$ cat src/sv/csbc_pkg.sv
`timescale 1ns / 1ps

package csbc_pkg;

  localparam logic [7:0] CH_NL    = 8'h0a;
  localparam logic [7:0] CH_CR    = 8'h0d;
  localparam logic [7:0] CH_TAB   = 8'h09;
  localparam logic [7:0] CH_SPACE = 8'h20;
  localparam logic [7:0] CH_DQUOT = 8'h22;
  localparam logic [7:0] CH_HASH  = 8'h23;
  localparam logic [7:0] CH_SQUOT = 8'h27;
  localparam logic [7:0] CH_STAR  = 8'h2a;
  localparam logic [7:0] CH_SLASH = 8'h2f;
  localparam logic [7:0] CH_BSL   = 8'h5c;
  localparam logic [7:0] CH_USCR  = 8'h5f;

  localparam logic [2:0] KW_LEN = 3'd6;

  typedef enum logic [6:0] {
    MODE_CODE  = 7'b0000001,
    MODE_LINE  = 7'b0000010,
    MODE_BLOCK = 7'b0000100,
    MODE_STR   = 7'b0001000,
    MODE_CHR   = 7'b0010000,
    MODE_DIR   = 7'b0100000,
    MODE_KW    = 7'b1000000
  } lex_mode_t;

  typedef struct packed {
    logic [7:0] data;
    logic       is_code;
    logic       last;
  } res_t;

  typedef struct packed {
    logic [1:0] cnt;
    res_t       res0;
    res_t       res1;
  } push_t;

  // letters of "define"
  function automatic logic [7:0] kw_char(input logic [2:0] pos);
    logic [7:0] ch;
    case (pos)
      3'd0:    ch = 8'h64;
      3'd1:    ch = 8'h65;
      3'd2:    ch = 8'h66;
      3'd3:    ch = 8'h69;
      3'd4:    ch = 8'h6e;
      3'd5:    ch = 8'h65;
      default: ch = 8'h00;
    endcase
    return ch;
  endfunction

  function automatic logic is_ident(input logic [7:0] c);
    return c inside {[8'h61:8'h7a], [8'h41:8'h5a], [8'h30:8'h39], CH_USCR};
  endfunction

  function automatic logic is_blank(input logic [7:0] c);
    return c inside {CH_SPACE, CH_TAB};
  endfunction

  function automatic res_t mk_res(input logic [7:0] d, input logic code, input logic lst);
    res_t r;
    r.data    = d;
    r.is_code = code;
    r.last    = lst;
    return r;
  endfunction

endpackage

$ cat src/sv/csbc_in_if.sv
`timescale 1ns / 1ps

interface csbc_in_if;
  logic       valid;
  logic       ready;
  logic [7:0] in_byte;
  logic       in_last;

  modport source (output valid, output in_byte, output in_last, input ready);
  modport sink (input valid, input in_byte, input in_last, output ready);
endinterface

$ cat src/sv/csbc_out_if.sv
`timescale 1ns / 1ps

interface csbc_out_if;
  logic       valid;
  logic       ready;
  logic [7:0] out_byte;
  logic       out_is_code;
  logic       out_last;

  modport source (output valid, output out_byte, output out_is_code, output out_last,
                  input ready);
  modport sink (input valid, input out_byte, input out_is_code, input out_last,
                output ready);
endinterface

$ cat src/sv/c_source_code_byte_classifier.sv
`timescale 1ns / 1ps

// channel  dir  payload                            handshake
// in_ch    in   in_byte[7:0], in_last              valid / ready
// out_ch   out  out_byte[7:0], out_is_code, out_last  valid / ready
//
// one input beat per cycle while in_ch.ready is high; a flag enters the result queue on its byte's beat
// a held slash gives no flag on its own beat and two flags on the next
// in_ch.ready drops while the result queue has fewer than two free entries
// synchronous active-low reset clears lexer state and empties the queue

module c_source_code_byte_classifier #(
  parameter int FIFO_DEPTH = 4
) (
  input  logic       clk,
  input  logic       rst_n,
  csbc_in_if.sink    in_ch,
  csbc_out_if.source out_ch
);
  import csbc_pkg::*;

  push_t push;
  res_t  head;
  logic  head_valid;
  logic  room;
  logic  beat_in;
  logic  beat_out;

  assign beat_in     = in_ch.valid && in_ch.ready;
  assign beat_out    = out_ch.valid && out_ch.ready;
  assign in_ch.ready = room;

  csbc_lexer u_lexer (
    .clk     (clk),
    .rst_n   (rst_n),
    .beat_en (beat_in),
    .data_i  (in_ch.in_byte),
    .last_i  (in_ch.in_last),
    .push_o  (push)
  );

  csbc_fifo #(
    .DEPTH (FIFO_DEPTH)
  ) u_fifo (
    .clk     (clk),
    .rst_n   (rst_n),
    .push_i  (push),
    .pop_i   (beat_out),
    .res_o   (head),
    .valid_o (head_valid),
    .room_o  (room)
  );

  assign out_ch.valid       = head_valid;
  assign out_ch.out_byte    = head.data;
  assign out_ch.out_is_code = head.is_code;
  assign out_ch.out_last    = head.last;

endmodule

$ cat src/sv/csbc_lexer.sv
`timescale 1ns / 1ps

module csbc_lexer (
  input  logic             clk,
  input  logic             rst_n,
  input  logic             beat_en,
  input  logic [7:0]       data_i,
  input  logic             last_i,
  output csbc_pkg::push_t  push_o
);
  import csbc_pkg::*;

  lex_mode_t  mode_r, mode_nxt;
  logic       crm_r, crm_nxt;
  logic       ls_r, ls_nxt;
  logic [7:0] prev_r, prev_nxt;
  logic       slash_r, slash_nxt;
  logic [2:0] kw_r, kw_nxt;
  logic       esc_r, esc_nxt;

  res_t       res [2];
  logic [1:0] n;
  logic       do_code;
  logic       do_dir;

  always_comb begin
    mode_nxt  = mode_r;
    crm_nxt   = crm_r;
    ls_nxt    = ls_r;
    prev_nxt  = data_i;
    slash_nxt = slash_r;
    kw_nxt    = kw_r;
    esc_nxt   = esc_r;
    res[0]    = '0;
    res[1]    = '0;
    n         = 2'd0;
    do_code   = 1'b0;
    do_dir    = 1'b0;

    case (mode_r)
      MODE_LINE: begin
        if (data_i == CH_NL && prev_r != CH_BSL) begin
          mode_nxt = MODE_CODE;
          ls_nxt   = 1'b1;
        end
        res[0] = mk_res(data_i, 1'b0, last_i);
        n      = 2'd1;
      end
      MODE_BLOCK: begin
        if (esc_r && data_i == CH_SLASH) begin
          mode_nxt = crm_r ? MODE_DIR : MODE_CODE;
          esc_nxt  = 1'b0;
          prev_nxt = 8'h00;
        end else begin
          esc_nxt = (data_i == CH_STAR);
        end
        res[0] = mk_res(data_i, 1'b0, last_i);
        n      = 2'd1;
      end
      MODE_STR, MODE_CHR: begin
        if (esc_r) begin
          esc_nxt = 1'b0;
        end else if (data_i == CH_BSL) begin
          esc_nxt = 1'b1;
        end else if (data_i == ((mode_r == MODE_STR) ? CH_DQUOT : CH_SQUOT)) begin
          mode_nxt = MODE_CODE;
        end
        res[0] = mk_res(data_i, 1'b0, last_i);
        n      = 2'd1;
      end
      MODE_DIR: begin
        do_dir = 1'b1;
        res[0] = mk_res(data_i, 1'b0, last_i);
        n      = 2'd1;
      end
      MODE_KW: begin
        if (kw_r == 3'd0 && is_blank(data_i)) begin
          res[0] = mk_res(data_i, 1'b0, last_i);
          n      = 2'd1;
        end else if (kw_r < KW_LEN && data_i == kw_char(kw_r)) begin
          kw_nxt = kw_r + 3'd1;
          res[0] = mk_res(data_i, 1'b0, last_i);
          n      = 2'd1;
        end else if (kw_r >= KW_LEN && !is_ident(data_i)) begin
          mode_nxt = MODE_CODE;
          kw_nxt   = 3'd0;
          ls_nxt   = 1'b0;
          do_code  = 1'b1;
        end else begin
          mode_nxt = MODE_DIR;
          kw_nxt   = 3'd0;
          do_dir   = 1'b1;
          res[0]   = mk_res(data_i, 1'b0, last_i);
          n        = 2'd1;
        end
      end
      default: begin
        mode_nxt = MODE_CODE;
        if (slash_r) begin
          slash_nxt = 1'b0;
          if (data_i == CH_SLASH) begin
            res[0]   = mk_res(CH_SLASH, 1'b0, 1'b0);
            res[1]   = mk_res(data_i, 1'b0, last_i);
            n        = 2'd2;
            mode_nxt = MODE_LINE;
          end else if (data_i == CH_STAR) begin
            res[0]   = mk_res(CH_SLASH, 1'b0, 1'b0);
            res[1]   = mk_res(data_i, 1'b0, last_i);
            n        = 2'd2;
            mode_nxt = MODE_BLOCK;
            crm_nxt  = 1'b0;
            esc_nxt  = 1'b0;
          end else begin
            ls_nxt  = 1'b0;
            res[0]  = mk_res(CH_SLASH, 1'b1, 1'b0);
            n       = 2'd1;
            do_code = 1'b1;
          end
        end else begin
          do_code = 1'b1;
        end
      end
    endcase

    if (do_dir) begin
      if (data_i == CH_STAR && prev_r == CH_SLASH) begin
        crm_nxt  = 1'b1;
        esc_nxt  = 1'b0;
        mode_nxt = MODE_BLOCK;
      end else if (data_i == CH_NL && prev_r != CH_BSL) begin
        mode_nxt = MODE_CODE;
        ls_nxt   = 1'b1;
      end
    end

    if (do_code) begin
      if (ls_nxt && data_i == CH_HASH) begin
        mode_nxt  = MODE_KW;
        kw_nxt    = 3'd0;
        res[n[0]] = mk_res(data_i, 1'b0, last_i);
        n         = n + 2'd1;
      end else if (data_i == CH_SLASH) begin
        if (!last_i) begin
          slash_nxt = 1'b1;
        end else begin
          ls_nxt    = 1'b0;
          res[n[0]] = mk_res(data_i, 1'b1, last_i);
          n         = n + 2'd1;
        end
      end else if (data_i inside {CH_DQUOT, CH_SQUOT}) begin
        mode_nxt  = (data_i == CH_DQUOT) ? MODE_STR : MODE_CHR;
        esc_nxt   = 1'b0;
        res[n[0]] = mk_res(data_i, 1'b0, last_i);
        n         = n + 2'd1;
      end else if (data_i == CH_NL) begin
        ls_nxt    = 1'b1;
        res[n[0]] = mk_res(data_i, 1'b0, last_i);
        n         = n + 2'd1;
      end else begin
        if (!(data_i inside {CH_SPACE, CH_TAB, CH_CR})) begin
          ls_nxt = 1'b0;
        end
        res[n[0]] = mk_res(data_i, 1'b1, last_i);
        n         = n + 2'd1;
      end
    end

    // end of text: back to the start-of-text state
    if (last_i) begin
      mode_nxt  = MODE_CODE;
      crm_nxt   = 1'b0;
      ls_nxt    = 1'b1;
      prev_nxt  = 8'h00;
      slash_nxt = 1'b0;
      kw_nxt    = 3'd0;
      esc_nxt   = 1'b0;
    end
  end

  always_ff @(posedge clk) begin
    if (!rst_n) begin
      mode_r  <= MODE_CODE;
      crm_r   <= 1'b0;
      ls_r    <= 1'b1;
      prev_r  <= 8'h00;
      slash_r <= 1'b0;
      kw_r    <= 3'd0;
      esc_r   <= 1'b0;
    end else if (beat_en) begin
      mode_r  <= mode_nxt;
      crm_r   <= crm_nxt;
      ls_r    <= ls_nxt;
      prev_r  <= prev_nxt;
      slash_r <= slash_nxt;
      kw_r    <= kw_nxt;
      esc_r   <= esc_nxt;
    end
  end

  assign push_o.cnt  = beat_en ? n : 2'd0;
  assign push_o.res0 = res[0];
  assign push_o.res1 = res[1];

  a_slash_in_code: assert property (@(posedge clk) disable iff (!rst_n)
    slash_r |-> mode_r == MODE_CODE)
    else $error("held slash outside code mode");

  a_kw_range: assert property (@(posedge clk) disable iff (!rst_n)
    kw_r <= KW_LEN)
    else $error("keyword position out of range");

  a_last_resets: assert property (@(posedge clk) disable iff (!rst_n)
    beat_en && last_i |=> mode_r == MODE_CODE && ls_r && !slash_r && kw_r == 3'd0)
    else $error("state not cleared after final byte");

  a_last_flushes: assert property (@(posedge clk) disable iff (!rst_n)
    beat_en && last_i |-> push_o.cnt != 2'd0)
    else $error("final byte produced no result");

endmodule

$ cat src/sv/csbc_fifo.sv
`timescale 1ns / 1ps

module csbc_fifo #(
  parameter int DEPTH = 4
) (
  input  logic             clk,
  input  logic             rst_n,
  input  csbc_pkg::push_t  push_i,
  input  logic             pop_i,
  output csbc_pkg::res_t   res_o,
  output logic             valid_o,
  output logic             room_o
);
  import csbc_pkg::*;

  localparam int PTR_W = $clog2(DEPTH);
  localparam int CNT_W = $clog2(DEPTH + 1);

  res_t             mem [DEPTH];
  logic [PTR_W-1:0] wr_ptr_r, wr_ptr_nxt;
  logic [PTR_W-1:0] rd_ptr_r, rd_ptr_nxt;
  logic [CNT_W-1:0] count_r, count_nxt;
  logic [PTR_W-1:0] wr_ptr1;

  function automatic logic [PTR_W-1:0] inc(input logic [PTR_W-1:0] p);
    return (p == PTR_W'(DEPTH - 1)) ? '0 : p + PTR_W'(1);
  endfunction

  assign wr_ptr1 = inc(wr_ptr_r);

  always_comb begin
    case (push_i.cnt)
      2'd1:    wr_ptr_nxt = wr_ptr1;
      2'd2:    wr_ptr_nxt = inc(wr_ptr1);
      default: wr_ptr_nxt = wr_ptr_r;
    endcase
    rd_ptr_nxt = pop_i ? inc(rd_ptr_r) : rd_ptr_r;
    count_nxt  = count_r + CNT_W'(push_i.cnt) - CNT_W'(pop_i);
  end

  always_ff @(posedge clk) begin
    if (push_i.cnt != 2'd0) begin
      mem[wr_ptr_r] <= push_i.res0;
    end
    if (push_i.cnt == 2'd2) begin
      mem[wr_ptr1] <= push_i.res1;
    end
  end

  always_ff @(posedge clk) begin
    if (!rst_n) begin
      wr_ptr_r <= '0;
      rd_ptr_r <= '0;
      count_r  <= '0;
    end else begin
      wr_ptr_r <= wr_ptr_nxt;
      rd_ptr_r <= rd_ptr_nxt;
      count_r  <= count_nxt;
    end
  end

  assign res_o   = mem[rd_ptr_r];
  assign valid_o = (count_r != '0);
  assign room_o  = (count_r <= CNT_W'(DEPTH - 2));

  a_no_overflow: assert property (@(posedge clk) disable iff (!rst_n)
    push_i.cnt != 2'd0 |-> count_r <= CNT_W'(DEPTH - 2))
    else $error("push without room");

  a_count_bound: assert property (@(posedge clk) disable iff (!rst_n)
    count_r <= CNT_W'(DEPTH))
    else $error("count beyond depth");

  a_count_track: assert property (@(posedge clk) disable iff (!rst_n)
    !$past(!rst_n) |-> count_r ==
      $past(count_r) + CNT_W'($past(push_i.cnt)) - CNT_W'($past(pop_i)))
    else $error("count out of step with beats");

endmodule
$ cat src/flat_wrapper.sv
// flat-port wrapper written by rule: the top's interface ports become plain ports
module c_source_code_byte_classifier_flat import csbc_pkg::*;
#(
  parameter int FIFO_DEPTH = 4
)
  (clk, rst_n, in_ch_valid, in_ch_in_byte, in_ch_in_last, in_ch_ready, out_ch_valid, out_ch_out_byte, out_ch_out_is_code, out_ch_out_last, out_ch_ready);
  csbc_in_if in_ch_i ();
  csbc_out_if out_ch_i ();
  input  logic clk;
  input  logic rst_n;
  input wire logic [$bits(in_ch_i.valid)-1:0] in_ch_valid;
  input wire logic [$bits(in_ch_i.in_byte)-1:0] in_ch_in_byte;
  input wire logic [$bits(in_ch_i.in_last)-1:0] in_ch_in_last;
  output wire logic [$bits(in_ch_i.ready)-1:0] in_ch_ready;
  output wire logic [$bits(out_ch_i.valid)-1:0] out_ch_valid;
  output wire logic [$bits(out_ch_i.out_byte)-1:0] out_ch_out_byte;
  output wire logic [$bits(out_ch_i.out_is_code)-1:0] out_ch_out_is_code;
  output wire logic [$bits(out_ch_i.out_last)-1:0] out_ch_out_last;
  input wire logic [$bits(out_ch_i.ready)-1:0] out_ch_ready;
  assign in_ch_i.valid = in_ch_valid;
  assign in_ch_i.in_byte = in_ch_in_byte;
  assign in_ch_i.in_last = in_ch_in_last;
  assign in_ch_ready = in_ch_i.ready;
  assign out_ch_valid = out_ch_i.valid;
  assign out_ch_out_byte = out_ch_i.out_byte;
  assign out_ch_out_is_code = out_ch_i.out_is_code;
  assign out_ch_out_last = out_ch_i.out_last;
  assign out_ch_i.ready = out_ch_ready;
  c_source_code_byte_classifier #(.FIFO_DEPTH(FIFO_DEPTH)) u_core (.clk(clk), .rst_n(rst_n), .in_ch(in_ch_i), .out_ch(out_ch_i));
endmodule
$ cat config.mk
export PLATFORM = sky130hd
export DESIGN_NAME = c_source_code_byte_classifier_flat
export DESIGN_NICKNAME = d
export VERILOG_FILES = /design/src/sv/csbc_pkg.sv /design/src/sv/csbc_in_if.sv /design/src/sv/csbc_out_if.sv /design/src/sv/c_source_code_byte_classifier.sv /design/src/sv/csbc_lexer.sv /design/src/sv/csbc_fifo.sv /design/src/flat_wrapper.sv
export SDC_FILE = /design/constraint.sdc
export NUM_CORES = 1
export LEC_CHECK = 0
export BUFFER_PORTS_ARGS = -buffer_cell sky130_fd_sc_hd__clkbuf_2
export CAP_MARGIN = 20
export CORE_MARGIN = 2
export CORE_UTILIZATION = 55
export CTS_BUF_LIST = sky130_fd_sc_hd__clkbuf_8 sky130_fd_sc_hd__clkbuf_16
export DETAILED_ROUTE_END_ITERATION = 8
export PLACE_DENSITY = 0.73
export SYNTH_ARGS = -nofsm -noshare
export SYNTH_HDL_FRONTEND = slang
export SYNTH_SLANG_ARGS = --single-unit
$ cat constraint.sdc
create_clock -name clk -period 5.54 [get_ports clk]
set_input_delay 0.277 -clock clk [delete_from_list [all_inputs] [get_ports clk]]
set_output_delay 0.277 -clock clk [all_outputs]
set_load 0.05 [all_outputs]
# Word level (Yosys, flattened, before mapping)

Memory sizes are Yosys's and may differ from the RTL's. A register that Yosys moved wholly into a read port is not among the register bits.
Index checks and enable logic that the tools add are counted.

Add/sub/neg operators: 7
Multiply operators: 0
Divide/modulo/power cells: 0
Order comparisons: 11
Equal/unequal tests: 31
Shift operators: 0
Muxes and demuxes: 131
Bitwise gates (word level): 1
Reduce and logical (&&, ||, !) cells: 28

Operators with widths:

| operator                                                           | count |
|---|---|
| 2-to-1 mux 20 bit                                                  | 6 |
| 2-to-1 mux 7 bit                                                   | 15 |
| case mux 7 bit (5 select lines)                                    | 2 |
| 2-to-1 mux 10 bit                                                  | 6 |
| 2-to-1 mux 1 bit                                                   | 58 |
| equality test 8 x 6 -> 1 bit (second input constant)               | 7 |
| bitwise mux 20 bit                                                 | 2 |
| 2-to-1 mux 8 bit                                                   | 5 |
| 2-to-1 mux 3 bit                                                   | 10 |
| 2-to-1 mux 2 bit                                                   | 14 |
| equality test 8 x 4 -> 1 bit (second input constant)               | 3 |
| case mux 10 bit (2 select lines)                                   | 1 |
| 2-to-1 mux 18 bit                                                  | 1 |
| equality test 8 x 7 -> 1 bit (second input constant)               | 2 |
| greater-or-equal comparator 8 x 7 -> 1 bit (second input constant) | 2 |
| less-or-equal comparator 8 x 7 -> 1 bit (second input constant)    | 2 |
| logical AND 1 bit                                                  | 13 |
| 2-to-1 mux 12 bit                                                  | 1 |
| 2-to-1 mux 6 bit                                                   | 2 |
| demux 10 bit (select 1 bit)                                        | 1 |
| adder 2 x 1 -> 2 bit (second input constant)                       | 4 |
| equality test 2 bit (second input constant)                        | 4 |
| equality test 8 x 6 -> 1 bit                                       | 1 |
| equality test 8 bit                                                | 1 |
| 36 further kinds                                                   | 46 |

Bits in registers: 29
Bits in latches: 0
RAM bits: 40
ROM bits: 0
Input port bits: 13
Output and inout port bits: 12
Memories kept: 1

Memories:

| memory            | depth | bits a word | read ports | clocked after Yosys merged registers in | wr ports | line            | text |
|---|---|---|---|---|---|---|---|
| u_core.u_fifo.mem | 4     | 10          | 1          | 1                                       | 2        | csbc_fifo.sv:19 | `res_t mem [DEPTH];` |

# Longest topological paths before layout

Gate-level depths: netlist (run 1).

Word-level depth: 21
Mapped depth: 19
Mapped depth without buffers: 17

# Cells and area by module

From an unflattened synthesis (run 1), not the netlist that was laid out.

Cell total of the unflattened synthesis: 457
Area total of the unflattened synthesis: 4,745.8 um^2

By module, submodules not included:

| module                        | instances | cells each | area an instance (um^2) | sequential area each (um^2) |
|---|---|---|---|---|
| csbc_fifo                     | 1         | 158        | 2,478.6                 | 1,381.3 |
| csbc_lexer                    | 1         | 297        | 2,254.7                 | 440.4 |
| c_source_code_byte_classifier | 1         | 2          | 12.5                    | 0.0 |

# Worst setup path after synthesis (run 1)

No wires, ideal clock.

Kind: flip-flop to flip-flop
From: register u_core.u_lexer.kw_r[0]
To: memory u_core.u_fifo.mem[1][0] in the netlist's numbering, enable pin
Setup time: 0.391 ns
Arrival: 3.820 ns
Required time: 5.149 ns
Slack: 1.329 ns
Cell stages (with the launch flop): 15
Path buffers: 1
Clock period less this slack: 4.211 ns
Cell sequence: dfxtp_1 -> inv_1 -> ha_1 -> or4_1 -> a2111oi_2 -> a31oi_1 -> o21ai_1 -> buf_2 -> nand2b_1 -> ha_1 -> nor3_1 -> nor3_1 -> inv_2 -> ha_1 -> o21ai_0

RTL lines:

| what                   | line              | text |
|---|---|---|
| from (decl)            | csbc_lexer.sv:18  | `logic [2:0] kw_r, kw_nxt;` |
| from (signal assigned) | csbc_lexer.sv:195 | `kw_r <= kw_nxt;` |
| to (decl)              | csbc_fifo.sv:19   |  |

==> flow_summary.toml, run 1 <==
[run_status]
status = "complete, no violations"

[yosys]
synth_most_common_cell = "nor2_1"
synth_edf_count = 40
synthTopCellsByArea = "edfxtp_1 27%, dfxtp_1 14%, ha_1 5.3%"
yosys-top-cells-count = "47 x nor2_1, 40 x edfxtp_1, 38 x nand2_1"
yosysSeqAreaShare_pct = 40.8
ys_warn_count = 0
ys_seq_elements = 71
synth_nets = 504
synth_top_area_cell = "edfxtp_1"
ys_async_sr_fraction_pct = 0
ys.flop_type = "edfxtp_1"
syn_avg_cell_area_sq_um = 9.48
synthesis.area_sq_um = 4470
syn_inst = 471
synth.distinct_cells = 73
synth_top_area_share_pct = 26.9

[routing]
totalWireLength_um = 10600
via_per_inst = 6.10
drtPass1Iterations = 5
drc = 0
routedWlPerCell_um = 18.0
dr.first_iter.drc_count = 269
antenna_left = 0
dr_total_vias = 3597

[clocking]
clk_latency_ns = 0.36
htree_levels = 3
cts.repair.resized = 0
root_buffer = "clkbuf_8"
cts_tree = "built"
cts_sinks = 71
cts_setup_buffers = 0
clk_pin_slew_ns = 0.08
cts_hold_buffers = 0
numCtsBuffers = 9
cts.path.max_buffers = 2

[grt]
grt_pass1_wl_um = 17200
antenna_found_initial = 0
grt_pass1_vias = 3418
globalRouteTotalUtil_pct = 25.3
grt_overflow = 0
grt_start_max_net_pins = 32

[floorplanning]
start_util_pct = 57.2
die_x_um = 94.1
dieArea_sq_um = 8860
die_h_um = 94.1
coreArea_sq_um = 7810
io_pins = 25
rows = 32

[pwr]
pwr-share-clk_pct = 27.2
power.share.switching_pct = 35.4
power_density_nw_per_um2 = 314
combPwrFrac_pct = 29.3
power.share.sequential_pct = 43.4
power.internal_uw = 980
leakage_nw = 1.80
peakVddDrop_uv = 206
power_mw = 1.52
p_sw_uw = 537

[cells_and_area]
num_antenna_cells = 0
nNetsFinal = 516
drive_above_1_share_pct = 14.1
synthToLayoutAreaGrowth_pct = 8.21

[critical_path]
crit_fanout = 11
critPathKind = "flip-flop to flip-flop"
path_delay_family = "simple AND/OR/NAND/NOR gates"
crit_required_ns = 5.60
crit_chain = "inv_1, ha_1, or4_1, a2111oi_2, a31oi_1, o21ai_1, buf_4, nand2b_1, ha_1, nor3_1, nor3_1, inv_2, ha_1, nand2_1, o21ai_0, buf_4"
endpoint_kind = "flip-flop"
reg2reg_slack_ns = 1.19
reg2reg_to = "u_core.u_fifo.mem[3][7]"
cp.arrival_ns = 4.41
worst_path_most_repeated_cell = "ha_1"
cp_num_buf_inv = 4
cpMaxStageDelayCell = "or4_1"
cp-start-kind = "flip-flop"
r2r_start = "u_core.u_lexer.kw_r[0]"
worstRegToRegCells = 16
slowest_delay_ns = 0.57

[sta]
period_needed_ns = 4.35
tns_ns = 0
finalWorstSetupSlack_ns = 1.19
rsz0062_at_grt = "no"
finalCritPeriodShare_pct = 78.5
timing.hold.ws_ns = 0.326
tightest_slew_ns = 0.690
maxSlewViolCount = 0
setup_viol = 0
slew_headroom_pct = 53.9
hold_viol_final = 0
clock.fmax_mhz = 230
clock_skew_ns = 0.00855

[min_path]
holdPathStages = 4
worstHoldPathType = "input port to flip-flop"
hp-start = "out_ch_ready"

[run]
maxCapViolCount = 0

[placed_design]
io_buffers = 24
pre_cts_slack_ns = 1.29
place_congestion = 0.916
hpwl_um = 7820
-- cells in the final DEF, fill, tap and decap left out, types with 4 or more instances in the layout --
cell / instances
and2_1: 15
nand2_1: 38
ha_1: 19
xnor2_1: 6
o22ai_1: 4
clkbuf_2: 24
inv_1: 27
xor2_1: 4
nand3_1: 9
mux2i_1: 7
mux4_2: 10
o21ai_0: 19
and3b_1: 5
dfxtp_1: 31
nand2b_1: 6
a21o_1: 6
a21oi_1: 16
edfxtp_1: 40
o21ai_1: 8
nor3b_1: 7
a31oi_1: 5
clkbuf_8: 9
nor2b_1: 13
a22oi_1: 10
nor3_1: 10
nor2_1: 47
buf_4: 5
o21a_1: 16
-- worst register-to-register path, delay by kind of cell, from the launching register on --
family          cells  cell delay [ns]
flops               1             0.41
simple gates        5             1.20
buf+inv             4             0.67
fa+ha+maj           3             0.80
compound gates      4             0.99
-- state kept, by name, indices dropped and copies added (netlist names), 2 cells and up, named ones only --
register                flops
u_core.u_fifo.count_r       3
u_core.u_fifo.mem          40
u_core.u_fifo.rd_ptr_r      2
u_core.u_fifo.wr_ptr_r      2
u_core.u_lexer.kw_r         3
u_core.u_lexer.mode_r       7
u_core.u_lexer.prev_r       8
-- worst max-delay path by stage --
stage,start,to,slack (ns),cells past startpoint
after floorplan,u_core.u_lexer.kw_r[0],u_core.u_fifo.mem[1][0],1.33,14
after global placement,u_core.u_lexer.kw_r[0],u_core.u_fifo.mem[2][0],1.37,17
after detailed placement,u_core.u_lexer.kw_r[0],u_core.u_fifo.mem[3][3],1.29,16
after CTS,u_core.u_lexer.kw_r[0],u_core.u_fifo.mem[3][7],1.24,16
after global routing,u_core.u_lexer.kw_r[0],u_core.u_fifo.mem[0][0],0.78,17
final,u_core.u_lexer.kw_r[0],u_core.u_fifo.mem[3][7],1.19,16
-- final cells by class --
class,count,area (sq um)
inverter,28,105
clock buffer,9,124
timing repair buffer,29,158
fill,666,2970
tap,102,128
multi-input combinational,344,2420
sequential,71,1820
clock inverter,7,73.8
-- cells by family after synthesis --
group / Yosys count / synth area share, %
AOI/OAI and AO/OA: 117 / 18.0
xor gates and xnor gates: 10 / 1.96
adders and majority gates: 20 / 5.77
buffers and inverters: 56 / 4.96
DFF: 71 / 40.8
muxes: 17 / 6.61
and+or+nand+nor: 180 / 21.9
-- metal layers --
metal  vias to the layer above  track usage, %  share of wire [%]
met1                      1716            33.2                 45
li1                       1732               -                  -
met5                         -               0                  0
met2                       130            42.3                 48
met4                         0            7.49                1.8
met3                        19            5.22                5.2
-- power groups by stage --
stage / Sequential (mW) / Combinational, mW / Clock, mW
final: 0.659 / 0.445 / 0.413
after global routing: 0.668 / 0.492 / 0.437
after CTS: 0.661 / 0.449 / 0.416
after detailed placement: 0.673 / 0.447 / 0
after global placement: 0.670 / 0.445 / 0
after floorplan: 0.646 / 0.371 / 0
-- stage by stage --
stage               instances  area, sq um  util [%]
global route              590         4830      61.9
CTS                       590         4830      61.9
floorplan                 471         4470         -
finish                    590         4830      61.9
detailed placement        574         4640      59.4
global placement          574         4640      59.4
(Power assumes the default switching activity.)
==> run 2: changes to the inputs <==
--- a/config.mk
+++ b/config.mk
@@ -5,6 +5,7 @@
 export SDC_FILE = /design/constraint.sdc
 export NUM_CORES = 1
 export LEC_CHECK = 0
+export ABC_AREA = 1
 export BUFFER_PORTS_ARGS = -buffer_cell sky130_fd_sc_hd__clkbuf_2
 export CAP_MARGIN = 20
 export CORE_MARGIN = 2
==> constraint.sdc (replaced) <==
create_clock -name clk -period 4.35 [get_ports clk]
set_input_delay 0.2175 -clock clk [delete_from_list [all_inputs] [get_ports clk]]
set_output_delay 0.2175 -clock clk [all_outputs]
set_load 0.05 [all_outputs]
==> run 2 against run 1 <==
Synthesized cell count grew 36%. Global-route usage rose by 3.3 points. Die area is 7.8% higher. Critical path type unchanged. Largest power group unchanged. Highest routed layer unchanged.
==> flow_summary.toml, run 2 <==
[run_status]
status = "complete, no violations"

[critical_path]
cpMaxStageDelayCell = "o21ai_0"
path_delay_family = "simple AND/OR/NAND/NOR gates"
worst_path_most_repeated_cell = "ha_1"
slowest_delay_ns = 0.60
cp_num_buf_inv = 4
endpoint_kind = "flip-flop"
cp-start-kind = "flip-flop"
cp.arrival_ns = 3.89
critPathKind = "flip-flop to flip-flop"
crit_chain = "inv_1, ha_1, inv_1, nand2_1, nand2_2, nand3_2, nand3_1, nand2_1, nand3_2, nand3_4, nand2_4, inv_2, ha_1, a21oi_1, o21ai_1, nand3_1, ha_1, o21ai_0, buf_4"
crit_fanout = 7
crit_required_ns = 4.42

[yosys]
ys_async_sr_fraction_pct = 0
synth.distinct_cells = 47
synthesis.area_sq_um = 4830
syn_avg_cell_area_sq_um = 7.53
ys_warn_count = 0
syn_inst = 642
synthTopCellsByArea = "edfxtp_1 25%, dfxtp_1 13%, nand2_1 12%"
synth_most_common_cell = "nand2_1"
synth_nets = 675
yosys-top-cells-count = "160 x nand2_1, 68 x o21ai_0, 62 x inv_1, 62 x nor2_1, 40 x edfxtp_1"
ys.flop_type = "edfxtp_1"
synth_top_area_share_pct = 24.9
yosysSeqAreaShare_pct = 37.7
synth_top_area_cell = "edfxtp_1"
synth_edf_count = 40
ys_seq_elements = 71

[sta]
clock_skew_ns = 0.0133
tightest_slew_ns = 0.718
maxSlewViolCount = 0
setup_viol = 0
slew_headroom_pct = 51.6
hold_viol_final = 0
rsz0062_at_grt = "no"
period_needed_ns = 3.83
tns_ns = 0
clock.fmax_mhz = 261
finalCritPeriodShare_pct = 88.0

[clocking]
clk_latency_ns = 0.36
cts.repair.resized = 0
clk_pin_slew_ns = 0.08
cts_tree = "built"
htree_levels = 3
cts_setup_buffers = 0
root_buffer = "clkbuf_8"
cts.path.max_buffers = 2
cts_sinks = 71
numCtsBuffers = 9
cts_hold_buffers = 0

[cells_and_area]
register_area_sq_um = 1820
nNetsFinal = 697
final_common_cell = "nand2_1"
multi_input_area_sq_um = 2620
largest_register = "u_core.u_fifo.mem"
top_regs = "u_core.u_fifo.mem x40, u_core.u_lexer.prev_r x8, u_core.u_lexer.mode_r x7"
largest_reg_flops = 40
fill_cells = 809
fin_area_sq_um = 5240
final_cell_mix = "160 x nand2_1, 68 x o21ai_0, 62 x nor2_1, 62 x inv_1, 40 x edfxtp_1"
final_util_pct = 60.7
num_antenna_cells = 0
synthToLayoutAreaGrowth_pct = 8.42
drive_above_1_share_pct = 15.8

[routing]
totalWireLength_um = 13100
dr.first_iter.drc_count = 307
routedWlPerCell_um = 16.8
drtPass1Iterations = 6
via_per_inst = 5.70
drc = 0
antenna_left = 0
dr_total_vias = 4432

[run]
maxCapViolCount = 0

[grt]
antenna_found_initial = 0
globalRouteTotalUtil_pct = 28.7
grt_overflow = 0
grt_pass1_vias = 4321
grt_start_max_net_pins = 26
grt_pass1_wl_um = 21600

[floorplanning]
start_util_pct = 56.0
rows = 34
coreArea_sq_um = 8640
dieArea_sq_um = 9550
die_x_um = 97.7
io_pins = 25
die_h_um = 97.7

[placed_design]
io_buffers = 24
dpl_cell_area_sq_um = 5040
place_congestion = 0.968
hpwl_um = 10100

[pwr]
power_mw = 2.09
peakVddDrop_uv = 208
power_density_nw_per_um2 = 399
leakage_nw = 2.27

[min_path]
worstHoldPathType = "input port to flip-flop"
[run 2: cell count changes after synthesis, sizes merged, moves of 19 or more]
| cell | before | now |
|---|---|---|
| nand2 | 38 | 170 |
| nand3 | 9 | 41 |
| nor2 | 48 | 72 |
| a21oi | 17 | 36 |
| o21ai | 27 | 82 |
| inv | 28 | 74 |
[run 2: final timing paths]
check,from,end,slack [ns],depth (start not counted)
setup / recovery,u_core.u_lexer.kw_r[0],u_core.u_fifo.mem[3][1],0.52,19
hold / removal,rst_n,u_core.u_lexer.ls_r,0.16,2
setup reg to reg,u_core.u_lexer.kw_r[0],u_core.u_fifo.mem[3][1],0.52,19
hold reg to reg,u_core.u_lexer.slash_r,u_core.u_lexer.slash_r,0.47,2
[run 2: stage by stage]
| stage | worst slack (ns) | cells | hold slack (ns) |
|---|---|---|---|
| after floorplan | 0.654 | 642 | 0.362 |
| final | 0.524 | 777 | 0.165 |
| after global routing | 0.146 | 777 | 0.200 |
| after CTS | 0.565 | 777 | 0.169 |
| after global placement | 0.405 | 757 | 0.455 |
| after detailed placement | 0.596 | 761 | 0.457 |
[run 2: cell families (layout without fill, tap and decap cells)]
| family | after synthesis | count (layout) | synth area share [%] |
|---|---|---|---|
| AOI/OAI and AO/OA | 145 | 145 | 18.1 |
| adders and majority gates | 20 | 20 | 5.33 |
| xor gates and xnor gates | 2 | 2 | 0.363 |
| buffers and inverters | 97 | 124 | 8.18 |
| DFF | 71 | 71 | 37.7 |
| and+or+nand+nor | 307 | 307 | 30.3 |
[run 2: metal layers]
metal,vias to the layer above,global-route usage [%],share of wire [%]
li1,2194,-,-
met1,2073,33.4,39
met2,131,52.8,53
met3,34,3.22,4.2
met4,0,12.8,3.7
met5,-,0,0
[run 2: worst register-to-register path, cell delays in order (launching register included)]
cell	delay, ns
dfxtp_1	0.44
inv_1	0.10
ha_1	0.25
inv_1	0.09
nand2_1	0.10
nand2_2	0.14
nand3_2	0.10
nand3_1	0.08
nand2_1	0.06
nand3_2	0.13
nand3_4	0.12
nand2_4	0.14
inv_2	0.09
ha_1	0.28
a21oi_1	0.05
o21ai_1	0.07
nand3_1	0.13
ha_1	0.28
o21ai_0	0.60
buf_4	0.28
[run 2: power breakdown]
part           internal [mW]  switching, mW  total [mW]
sequential             0.790         0.0556       0.845
clock                  0.266          0.277       0.543
combinational          0.178          0.523       0.701
[run 2: layout make-up]
cell class | count | area share, %
Tap cell | 108 | 2.58
Inverter | 74 | 5.40
Sequential cell | 71 | 34.8
Clock buffer | 9 | 2.36
Multi-Input combinational cell | 474 | 49.9
Clock inverter | 7 | 1.39
Timing Repair Buffer | 34 | 3.58
==> run 3: changes to the inputs <==
--- a/config.mk
+++ b/config.mk
@@ -9,10 +9,10 @@
 export BUFFER_PORTS_ARGS = -buffer_cell sky130_fd_sc_hd__clkbuf_2
 export CAP_MARGIN = 20
 export CORE_MARGIN = 2
-export CORE_UTILIZATION = 55
+export CORE_UTILIZATION = 50
 export CTS_BUF_LIST = sky130_fd_sc_hd__clkbuf_8 sky130_fd_sc_hd__clkbuf_16
 export DETAILED_ROUTE_END_ITERATION = 8
-export PLACE_DENSITY = 0.73
+export PLACE_DENSITY = 0.67
 export SYNTH_ARGS = -nofsm -noshare
 export SYNTH_HDL_FRONTEND = slang
 export SYNTH_SLANG_ARGS = --single-unit
==> run 3 against run 2 <==
Global-route usage shrank 2.8 points. Sequential cell count unchanged. Routed wire length fell by 1.9%. Clock power decreased by 5.9%. Clock skew up 0.0075 ns. Utilization down 4.4 points. Critical path type unchanged. Critical endpoint is now u_core.u_fifo.mem[1][8].
==> flow_summary.toml, run 3 (synthesis gave the netlist of run 2 again) <==
[critical_path]
crit_chain = "inv_1, ha_1, inv_1, nand2_1, nand2_2, nand3_2, nand3_1, nand2_1, nand3_2, nand3_4, nand2_4, inv_2, ha_1, a21oi_1, o21ai_1, nand3_1, ha_1, o21ai_0, buf_2"
critPathCapture = "u_core.u_fifo.mem[1][8]"
crit_fanout = 6
slowest_delay_ns = 0.75
r2r_start = "u_core.u_lexer.kw_r[1]"
cp_num_cells = 19
reg2reg_to = "u_core.u_fifo.mem[1][8]"
cp_num_buf_inv = 4
endpoint_kind = "flip-flop"
path_delay_family = "simple AND/OR/NAND/NOR gates"
critPathKind = "flip-flop to flip-flop"
crit_start = "u_core.u_lexer.kw_r[1]"
worst_path_most_repeated_cell = "ha_1"
cp-start-kind = "flip-flop"
crit_required_ns = 4.43
cpMaxStageDelayCell = "o21ai_0"
reg2reg_slack_ns = 0.34
cp.arrival_ns = 4.09
worstRegToRegCells = 19

[sta]
tns_ns = 0
setup_viol = 0
clock.fmax_mhz = 249
maxSlewViolCount = 0
finalCritPeriodShare_pct = 92.2
hold_viol_final = 0
rsz0062_at_grt = "no"
clock_skew_ns = 0.0208
period_needed_ns = 4.01
tightest_slew_ns = 0.925
slew_headroom_pct = 37.7

[cells_and_area]
largest_reg_flops = 40
finalNonFillerCells = 798
final_util_pct = 56.3
final_common_cell = "nand2_1"
synthToLayoutAreaGrowth_pct = 8.60
top_regs = "u_core.u_fifo.mem x40, u_core.u_lexer.prev_r x8, u_core.u_lexer.mode_r x7"
num_antenna_cells = 0
largest_register = "u_core.u_fifo.mem"
nNetsFinal = 697
final_cell_mix = "160 x nand2_1, 68 x o21ai_0, 62 x nor2_1, 62 x inv_1, 40 x edfxtp_1"
drive_above_1_share_pct = 16.0
fill_cells = 898

[grt]
grt_overflow = 0
grt_pass1_wl_um = 20400
antenna_found_initial = 0
globalRouteTotalUtil_pct = 25.9
grt_pass1_vias = 4113
grt_start_max_net_pins = 26

[placed_design]
placedCellCount = 782
io_buffers = 24
hpwl_um = 9890
place_congestion = 0.928

[routing]
routedWlPerCell_um = 16.1
drc = 0
via_per_inst = 5.42
drtPass1Iterations = 5
totalWireLength_um = 12800
dr.first_iter.drc_count = 284
antenna_left = 0
dr_total_vias = 4328

[floorplanning]
die_x_um = 102
start_util_pct = 51.8
coreArea_sq_um = 9330
die_h_um = 102
dieArea_sq_um = 10500
rows = 35
io_pins = 25

[pwr]
power_mw = 2.06
leakage_nw = 2.26
power_density_nw_per_um2 = 393
peakVddDrop_uv = 244

[clocking]
numCtsBuffers = 9
cts_tree = "built"
cts_hold_buffers = 0
clk_pin_slew_ns = 0.10
cts.repair.resized = 0
root_buffer = "clkbuf_8"
cts.path.max_buffers = 2
cts_setup_buffers = 0
clk_latency_ns = 0.38
cts_sinks = 71
htree_levels = 3

[min_path]
worstHoldPathType = "input port to flip-flop"

[run]
maxCapViolCount = 0

[run_status]
status = "complete, no violations"
run 3: changes by cell type in the layout (fill, tap and decap cells not counted):
cell        before  now
inv_6            2    4
clkinvlp_4       1    2
clkinv_4         2    1
clkinv_1         1    0
bufinv_16        1    0
run 3: worst min-delay path by stage:
stage / start / endpoint / slack (ns) / cells past startpoint
6_report: rst_n / u_core.u_lexer.ls_r / 0.14 / 2
3_3_place_gp: u_core.u_lexer.slash_r / u_core.u_lexer.slash_r / 0.46 / 2
5_1_grt: rst_n / u_core.u_lexer.ls_r / 0.16 / 2
4_1_cts: rst_n / u_core.u_lexer.ls_r / 0.14 / 2
2_1_floorplan: in_ch_in_byte[7] / u_core.u_lexer.prev_r[7] / 0.36 / 2
3_5_place_dp: u_core.u_lexer.prev_r[5] / u_core.u_lexer.prev_r[5] / 0.46 / 2
run 3: per-stage QoR:
stage               hold WS (ns)  setup slack [ns]  cell area (sq um)
floorplan                  0.362             0.654               4830
global route               0.159            0.0875               5250
finish                     0.136             0.338               5250
global placement           0.455             0.421               5050
CTS                        0.136             0.406               5250
detailed placement         0.459             0.427               5070
run 3: final cells by class:
class,instances,area [sq um],share of cell area [%]
Timing Repair Buffer,34,188,3.58
Inverter,74,283,5.39
Clock inverter,7,55.1,1.05
Multi-Input combinational cell,474,2620,49.8
Tap cell,129,161,3.08
Clock buffer,9,124,2.36
Sequential cell,71,1820,34.7
run 3: per-layer routing:
| metal | share of wire, % | vias up | track usage, % | routed length, um |
|---|---|---|---|---|
| li1 | - | 2206 | - | - |
| met1 | 42 | 1983 | 29.9 | 5340 |
| met2 | 51 | 111 | 47.4 | 6590 |
| met3 | 4.3 | 28 | 4.72 | 549 |
| met4 | 2.8 | 0 | 9.95 | 361 |
| met5 | 0 | - | 0 | 0 |
run 3: power by group:
group          leakage, nW  internal [mW]  switching [mW]
Sequential           0.620          0.790          0.0428
Clock               0.0866          0.213           0.298
Combinational         1.56          0.180           0.538
Total                 2.26           1.18           0.879
